**config.mk**
```make
export PLATFORM = sky130hd
export DESIGN_NAME = tcp_byte_stream_reassembler
export DESIGN_NICKNAME = d
export VERILOG_FILES = /design/src/sv/tbsr_pkg.sv /design/src/sv/tbsr_byte_ram.sv /design/src/sv/tbsr_ctrl.sv /design/src/sv/tcp_byte_stream_reassembler.sv
export SDC_FILE = /design/constraint.sdc
export NUM_CORES = 1
export LEC_CHECK = 0
export ABC_AREA = 1
export ABC_CLOCK_PERIOD_IN_PS = 3900
export BUFFER_PORTS_ARGS = -buffer_cell sky130_fd_sc_hd__buf_2
export CAP_MARGIN = 20
export CORE_UTILIZATION = 35
export CTS_BUF_LIST = sky130_fd_sc_hd__clkbuf_8
export DETAILED_ROUTE_END_ITERATION = 10
export PLACE_DENSITY = 0.59
export REMOVE_ABC_BUFFERS = 1
export SYNTH_ARGS = -nofsm -noshare
export SYNTH_HDL_FRONTEND = slang
export SYNTH_SLANG_ARGS = --single-unit
```
**constraint.sdc**
```tcl
create_clock -name clk -period 3.9 [get_ports clk]
set_input_delay 0.585 -clock clk [delete_from_list [all_inputs] [get_ports clk]]
set_output_delay 0.585 -clock clk [all_outputs]
set_load 0.02 [all_outputs]
```
**src/sv/tbsr_pkg.sv**
```systemverilog
// shared types and constants for the tcp byte stream reassembler
package tbsr_pkg;

  localparam int CAPACITY_DEF = 64;
  localparam int INDEX_W      = 32;
  localparam int BYTE_W       = 8;
  localparam int COUNT_W      = 7;

  typedef enum logic [1:0] {
    ST_IDLE,
    ST_SCAN,
    ST_RELEASE
  } state_t;

endpackage

```
**src/sv/tbsr_byte_ram.sv**
```systemverilog
// byte store ring memory, one write and one registered read port
module tbsr_byte_ram
  import tbsr_pkg::*;
#(
  parameter int DEPTH = CAPACITY_DEF,
  parameter int AW    = 6
) (
  input  logic              clk,
  input  logic              we,
  input  logic [AW-1:0]     waddr,
  input  logic [BYTE_W-1:0] wdata,
  input  logic              re,
  input  logic [AW-1:0]     raddr,
  output logic [BYTE_W-1:0] rdata
);

  logic [BYTE_W-1:0] mem [DEPTH];

  always_ff @(posedge clk) begin
    if (we) begin
      mem[waddr] <= wdata;
    end
  end

  always_ff @(posedge clk) begin
    if (re) begin
      rdata <= mem[raddr];
    end
  end

endmodule

```
**src/sv/tbsr_ctrl.sv**
```systemverilog
// window check, valid marks, run scan and in-order release sequencing
module tbsr_ctrl
  import tbsr_pkg::*;
#(
  parameter int CAPACITY = CAPACITY_DEF,
  parameter int AW       = 6,
  parameter int CNT_W    = 7
) (
  input  logic               clk,
  input  logic               rst,
  input  logic               start,
  output logic               busy,
  input  logic [INDEX_W-1:0] stream_index,
  input  logic [BYTE_W-1:0]  data_byte,
  input  logic               has_byte,
  input  logic               segment_last,
  input  logic               end_of_stream,
  output logic               ram_we,
  output logic [AW-1:0]      ram_waddr,
  output logic [BYTE_W-1:0]  ram_wdata,
  output logic               ram_re,
  output logic [AW-1:0]      ram_raddr,
  input  logic [BYTE_W-1:0]  ram_rdata,
  output logic               strobe,
  output logic               byte_valid,
  output logic [BYTE_W-1:0]  out_byte,
  output logic               stream_done,
  output logic [COUNT_W-1:0] unassembled_count,
  output logic               last
);

  state_t state, state_next;

  logic [CAPACITY-1:0] valid;
  logic [AW-1:0]       read_ptr;
  logic [AW-1:0]       scan_ptr;
  logic [CNT_W-1:0]    run;
  logic [CNT_W-1:0]    remain;
  logic [INDEX_W-1:0]  next_expected;
  logic [INDEX_W-1:0]  eof_position;
  logic                eof_known;
  logic [COUNT_W-1:0]  held;
  logic                ended;

  logic                accept;
  logic [INDEX_W-1:0]  offset;
  logic                in_window;
  logic [AW:0]         slot_sum;
  logic [AW-1:0]       slot;
  logic                scan_go;
  logic [INDEX_W-1:0]  next_final;
  logic [AW-1:0]       scan_ptr_inc;
  logic [AW-1:0]       read_ptr_inc;

  assign accept    = start && (state == ST_IDLE);
  assign busy      = (state != ST_IDLE);
  assign offset    = stream_index - next_expected;
  assign in_window = (offset < INDEX_W'(CAPACITY));
  assign slot_sum  = {1'b0, read_ptr} + {1'b0, offset[AW-1:0]};
  assign slot      = (slot_sum >= (AW+1)'(CAPACITY)) ?
                     AW'(slot_sum - (AW+1)'(CAPACITY)) : slot_sum[AW-1:0];

  assign scan_go      = (run < CNT_W'(CAPACITY)) && valid[scan_ptr];
  assign next_final   = next_expected + INDEX_W'(run);
  assign scan_ptr_inc = (scan_ptr == AW'(CAPACITY - 1)) ? '0 : scan_ptr + AW'(1);
  assign read_ptr_inc = (read_ptr == AW'(CAPACITY - 1)) ? '0 : read_ptr + AW'(1);

  assign ram_we    = accept && has_byte && in_window;
  assign ram_waddr = slot;
  assign ram_wdata = data_byte;
  assign ram_re    = (state == ST_RELEASE);
  assign ram_raddr = read_ptr;

  always_ff @(posedge clk) begin
    if (rst) begin
      state <= ST_IDLE;
    end else begin
      state <= state_next;
    end
  end

  always_comb begin
    state_next = state;
    unique case (state)
      ST_IDLE: begin
        if (start) state_next = ST_SCAN;
      end
      ST_SCAN: begin
        if (!scan_go) state_next = (run == '0) ? ST_IDLE : ST_RELEASE;
      end
      ST_RELEASE: begin
        if (remain == CNT_W'(1)) state_next = ST_IDLE;
      end
      default: state_next = ST_IDLE;
    endcase
  end

  always_ff @(posedge clk) begin
    if (rst) begin
      valid         <= '0;
      read_ptr      <= '0;
      scan_ptr      <= '0;
      run           <= '0;
      remain        <= '0;
      next_expected <= '0;
      eof_position  <= '0;
      eof_known     <= 1'b0;
      held          <= '0;
      ended         <= 1'b0;
      strobe        <= 1'b0;
      byte_valid    <= 1'b0;
      last          <= 1'b0;
    end else begin
      strobe     <= 1'b0;
      byte_valid <= 1'b0;
      last       <= 1'b0;
      unique case (state)
        ST_IDLE: begin
          if (start) begin
            if (has_byte && in_window) begin
              valid[slot] <= 1'b1;
              if (!valid[slot]) held <= held + COUNT_W'(1);
            end
            if (segment_last && end_of_stream) begin
              eof_position <= stream_index + INDEX_W'(has_byte);
              eof_known    <= 1'b1;
            end
            scan_ptr <= read_ptr;
            run      <= '0;
          end
        end
        ST_SCAN: begin
          if (scan_go) begin
            run      <= run + CNT_W'(1);
            scan_ptr <= scan_ptr_inc;
          end else begin
            next_expected <= next_final;
            held          <= held - COUNT_W'(run);
            if (eof_known && (next_final == eof_position)) ended <= 1'b1;
            remain <= run;
            if (run == '0) begin
              strobe <= 1'b1;
              last   <= 1'b1;
            end
          end
        end
        ST_RELEASE: begin
          valid[read_ptr] <= 1'b0;
          read_ptr        <= read_ptr_inc;
          remain          <= remain - CNT_W'(1);
          strobe          <= 1'b1;
          byte_valid      <= 1'b1;
          last            <= (remain == CNT_W'(1));
        end
        default: begin
        end
      endcase
    end
  end

  assign out_byte          = byte_valid ? ram_rdata : '0;
  assign stream_done       = ended;
  assign unassembled_count = held;

  // an empty result is always the only one of its item
  a_empty_single: assert property (@(posedge clk) disable iff (rst)
    strobe && !byte_valid |-> last)
    else $error("empty result without last");

  // every memory read turns into a released word on the next cycle
  a_read_strobe: assert property (@(posedge clk) disable iff (rst)
    ram_re |=> strobe && byte_valid)
    else $error("memory read without released word");

  // while idle, the held count matches the marked slots
  a_held_marks: assert property (@(posedge clk) disable iff (rst)
    state == ST_IDLE |-> $countones(valid) == int'(held))
    else $error("held count out of step with valid marks");

  // the held count never exceeds the ring size
  a_held_cap: assert property (@(posedge clk) disable iff (rst)
    int'(held) <= CAPACITY)
    else $error("held count beyond capacity");

  // no new word is taken while a release is under way
  a_no_accept_busy: assert property (@(posedge clk) disable iff (rst)
    state == ST_RELEASE |-> !ram_we)
    else $error("write during release");

endmodule

```
**src/sv/tcp_byte_stream_reassembler.sv**
```systemverilog
// top level of the tcp byte stream reassembler
// A word is taken when start is high and busy is low. Each word writes its byte
// into the ring at most once, then the controller scans the valid marks from the
// read pointer one slot per cycle to size the in-order run, and then releases the
// run from the byte memory one byte per cycle. Busy stays high through the scan and
// the release, so the next item is taken only after the whole run is released.
// Results come one per cycle on strobe, the last one in the first cycle with busy low;
// each must be taken in the cycle it is shown, since there is no stall.
// stream_done and unassembled_count carry the values after the whole item.
module tcp_byte_stream_reassembler
  import tbsr_pkg::*;
#(
  parameter int CAPACITY = CAPACITY_DEF
) (
  input  logic               clk,
  input  logic               rst,
  input  logic               start,
  output logic               busy,
  input  logic [INDEX_W-1:0] stream_index,
  input  logic [BYTE_W-1:0]  data_byte,
  input  logic               has_byte,
  input  logic               segment_last,
  input  logic               end_of_stream,
  output logic               strobe,
  output logic               byte_valid,
  output logic [BYTE_W-1:0]  out_byte,
  output logic               stream_done,
  output logic [COUNT_W-1:0] unassembled_count,
  output logic               last
);

  localparam int AW    = (CAPACITY > 1) ? $clog2(CAPACITY) : 1;
  localparam int CNT_W = $clog2(CAPACITY + 1);

  logic              ram_we;
  logic [AW-1:0]     ram_waddr;
  logic [BYTE_W-1:0] ram_wdata;
  logic              ram_re;
  logic [AW-1:0]     ram_raddr;
  logic [BYTE_W-1:0] ram_rdata;

  tbsr_ctrl #(
    .CAPACITY (CAPACITY),
    .AW       (AW),
    .CNT_W    (CNT_W)
  ) u_ctrl (
    .clk               (clk),
    .rst               (rst),
    .start             (start),
    .busy              (busy),
    .stream_index      (stream_index),
    .data_byte         (data_byte),
    .has_byte          (has_byte),
    .segment_last      (segment_last),
    .end_of_stream     (end_of_stream),
    .ram_we            (ram_we),
    .ram_waddr         (ram_waddr),
    .ram_wdata         (ram_wdata),
    .ram_re            (ram_re),
    .ram_raddr         (ram_raddr),
    .ram_rdata         (ram_rdata),
    .strobe            (strobe),
    .byte_valid        (byte_valid),
    .out_byte          (out_byte),
    .stream_done       (stream_done),
    .unassembled_count (unassembled_count),
    .last              (last)
  );

  tbsr_byte_ram #(
    .DEPTH (CAPACITY),
    .AW    (AW)
  ) u_ram (
    .clk   (clk),
    .we    (ram_we),
    .waddr (ram_waddr),
    .wdata (ram_wdata),
    .re    (ram_re),
    .raddr (ram_raddr),
    .rdata (ram_rdata)
  );

endmodule
```
==> impl_results.md <==
* Root buf cell: clkbuf_8
* H-tree depth at 3
* Fillers at 9,432
* Placed inst area at 0.0370 mm^2
* Clk_lat worst skew at 0.79 ns
* Worst slew pin tran at 1.10 ns
* Fraction of layout cells with a size suffix above 1 at 14.5%
* Shortest period the worst path allows at 3.70 ns
* Number of antenna-violating nets in the routed design at 0
* Vias at 27,500
* Largest net degree at the start of global routing at 90
* First-pass GRT wire length at 159,000 um
* Register area share after synthesis at 56.2%
* Number of CTS-inserted buffers at 112
* Synthesized area per cell at 9.28 um^2
* Worst path buffer plus inverter count at 5
* Crit path max-delay cell type: fa_2
* Area contributors post-synth: edfxtp_1 (46%), dfxtp_1 (10%), nand2_1 (7.8%), nor2_1 (5.0%), inv_1 (4.6%)
* Rel. slew slack at 26.7%
* Detailed Routing Iterations Pass 1 at 6
* R2r setup slk at 0.20 ns
* VDD IR-drop max at 402 uV
* Worst Setup End Kind: flop
* Tcrit/Tclk final at 94.9%
* Fmax achieved at 270 MHz
* Cell breakdown of the critical path: ha_1 -> fa_2 -> xnor2_1 -> ha_1 -> a21oi_2 -> nand2_1 -> a21o_1 -> a21oi_1 -> xor2_1 -> inv_2 -> nor3_2 -> buf_4 -> clkinvlp_4 -> nor2_1 -> inv_1 -> nor2_1 -> buf_4
* Area of the multi-input gates at 0.0127 mm^2
* Mapped cell area at 0.0338 mm^2
* Total track usage at 21.2%
* Crit start category: flop
* Gpl congestion at 0.959
* Hold crit path type: input port to flop
* Asr flop ratio synth at 0%
* Top_reg_cell synth: edfxtp_1
* Initial antenna violation count at 3
* List of most frequent post-synthesis cells: nand2_1 (704), edfxtp_1 (520), nor2_1 (454), inv_1 (412), o21ai_0 (227)
* DRT iter0 DRCs at 2,740
* Setup TNS at 0 ns
* HPWL Detailed at 71,500 um
* CP delay by family, top: adder cells
* Yosys reg bits at 688
* Post-route DRC at 0
* Area Overhead vs Synth at 16.4%
* Most instantiated library cell after synthesis: nand2_1
* Power Density at 555 mW/mm^2
* Run status: completed
* Die area at 0.0978 mm^2
* Yosys top cell area share at 46.2%
* Fin cells at 5,271
* Core area at 0.0953 mm^2
* Top cell type by total area after synthesis: edfxtp_1
* Post-route clock skew at 0.0697 ns
* Flip-flop and latch area at 0.0190 mm^2
* CTS tree: yes
* Number of global-route vias before repair at 26,100
* RSZ-0062 raised after global routing: yes
* Die Span X at 313 um
* Leak pwr at 0.0151 uW
* Clk slew on worst S/H paths at 0.06 ns
* Initial Utilization at 35.5%
* Crit-path max FO at 8
* Remaining global-route overflow at 0
* Final WL at 106,000 um
* Yosys cell types at 51
* Placed Cells incl. Taps at 5,059
* Post-route cell area at 0.0393 mm^2
* WS Path Type: flop to flop
* I/O pin cnt at 66
* IO Port Bufs at 65
* Fin nets at 4,022
* CTS max path bufs at 3
* Fin. Hold Viols at 0
* Final Setup Violations at 0
* Crit path required time at 4.35 ns
* Die Span Y at 313 um
* Max_cap viols at 0
* CP peak stage delay at 0.35 ns
* Cells after Synth at 3,641
* Post-synth EDFFs at 520
* Critical path arrival at 4.15 ns
* Count of final max-slew check failures at 0
* Clock sinks at 688
* WL/cell at 20.1 um
* Rows at 113
* Via/cell ratio at 5.22
* Warning count from the yosys run at 0
[timing repair]
item / CTS / global route
setup buffers: 0 / 4
hold endpoints to repair: 0 / 0
resized for setup: 0 / 34
hold buffers: 0 / 0
setup endpoints to repair: 0 / 442
[cell usage in the layout, fill, tap and decap left out, types with 19 or more instances in the layout]
cell type,count
buf_2,59
nand3_1,196
nor3_1,52
edfxtp_1,520
nor2_1,441
ha_1,58
clkinv_1,19
a221oi_1,58
nand4_1,95
clkbuf_8,120
buf_4,235
dfxtp_1,166
a21oi_2,46
a21oi_1,156
o21ai_0,227
xor2_1,60
a22o_1,62
inv_1,445
a22oi_1,76
nand2_1,701
[sequential cells by signal, indices dropped and copies added (netlist names), 2 cells and up]
signal	cells
u_ram.mem	512
u_ctrl.remain	7
u_ram.rdata	8
u_ctrl.scan_ptr	6
u_ctrl.next_expected	32
u_ctrl.state	2
u_ctrl.ram_raddr	6
u_ctrl.unassembled_count	7
u_ctrl.valid	64
u_ctrl.run	7
u_ctrl.eof_position	32
[worst paths after layout]
path                             end                     from  cells past startpoint
max                 u_ram.mem[62][7]  u_ctrl.next_expected[0]                     17
min          u_ctrl.eof_position[30]         stream_index[30]                      4
max reg2reg         u_ram.mem[62][7]  u_ctrl.next_expected[0]                     17
min reg2reg       u_ctrl.stream_done       u_ctrl.stream_done                      2
[per-stage QoR]
step / setup slack, ns / hold WS [ns] / power, uW / utilization (%)
after floorplan: -1.21 / 0.430 / 12500 / -
after global placement: -0.303 / 0.437 / 15500 / 38.8
after detailed placement: -0.348 / 0.445 / 15500 / 38.8
after CTS: 0.100 / 0.210 / 21800 / 41.1
after global routing: -0.00372 / 0.246 / 23000 / 41.3
final: 0.200 / 0.266 / 21900 / 41.3
[layer usage]
metal	share of wire [%]	GRT usage [%]	wire, um
met3	6.9	3.21	7300
met2	47	34.7	49500
met4	2.7	6.40	2880
met1	44	28.8	46000
met5	0.012	0	13
[kinds of logic (layout without fill, tap and decap cells)]
kind of cell    count (synthesis)  count (layout)  share of synthesized area [%]
buf+inv                       567             931                           6.86
other cells                     0               1                              0
flops                         688             688                           56.2
fa+ha+maj                      64              64                           2.46
compound gates                682             682                           12.9
simple gates                 1563            1563                           19.5
xor+xnor                       77              77                           2.14
[power by group]
part / total, uW / switching, uW / leakage (uW) / internal [uW]
sequential: 8330 / 226 / 0.00604 / 8110
clock: 6250 / 2990 / 0.00129 / 3270
combinational: 7270 / 4870 / 0.00775 / 2400
[area by class of cell]
| cell class | count | area share [%] |
|---|---|---|
| Sequential cell | 688 | 48.2 |
| Timing Repair Buffer | 307 | 5.90 |
| Tap cell | 1265 | 4.02 |
| Inverter | 417 | 4.00 |
| Multi-Input combinational cell | 2386 | 32.2 |
| Clock inverter | 87 | 1.47 |
| Antenna cell | 1 | 0.00636 |
| Clock buffer | 120 | 4.20 |
[worst reg2reg max path, delay by kind of cell, from the launching register on]
family / cells / cell delay [ns]
xor gates and xnor gates: 2 / 0.42
adders and majority gates: 3 / 0.93
DFF: 1 / 0.34
AOI/OAI and AO/OA: 3 / 0.47
buffers and inverters: 5 / 0.73
and+or+nand+nor: 4 / 0.52
No activity file was read; power rests on OpenSTA's default activity.
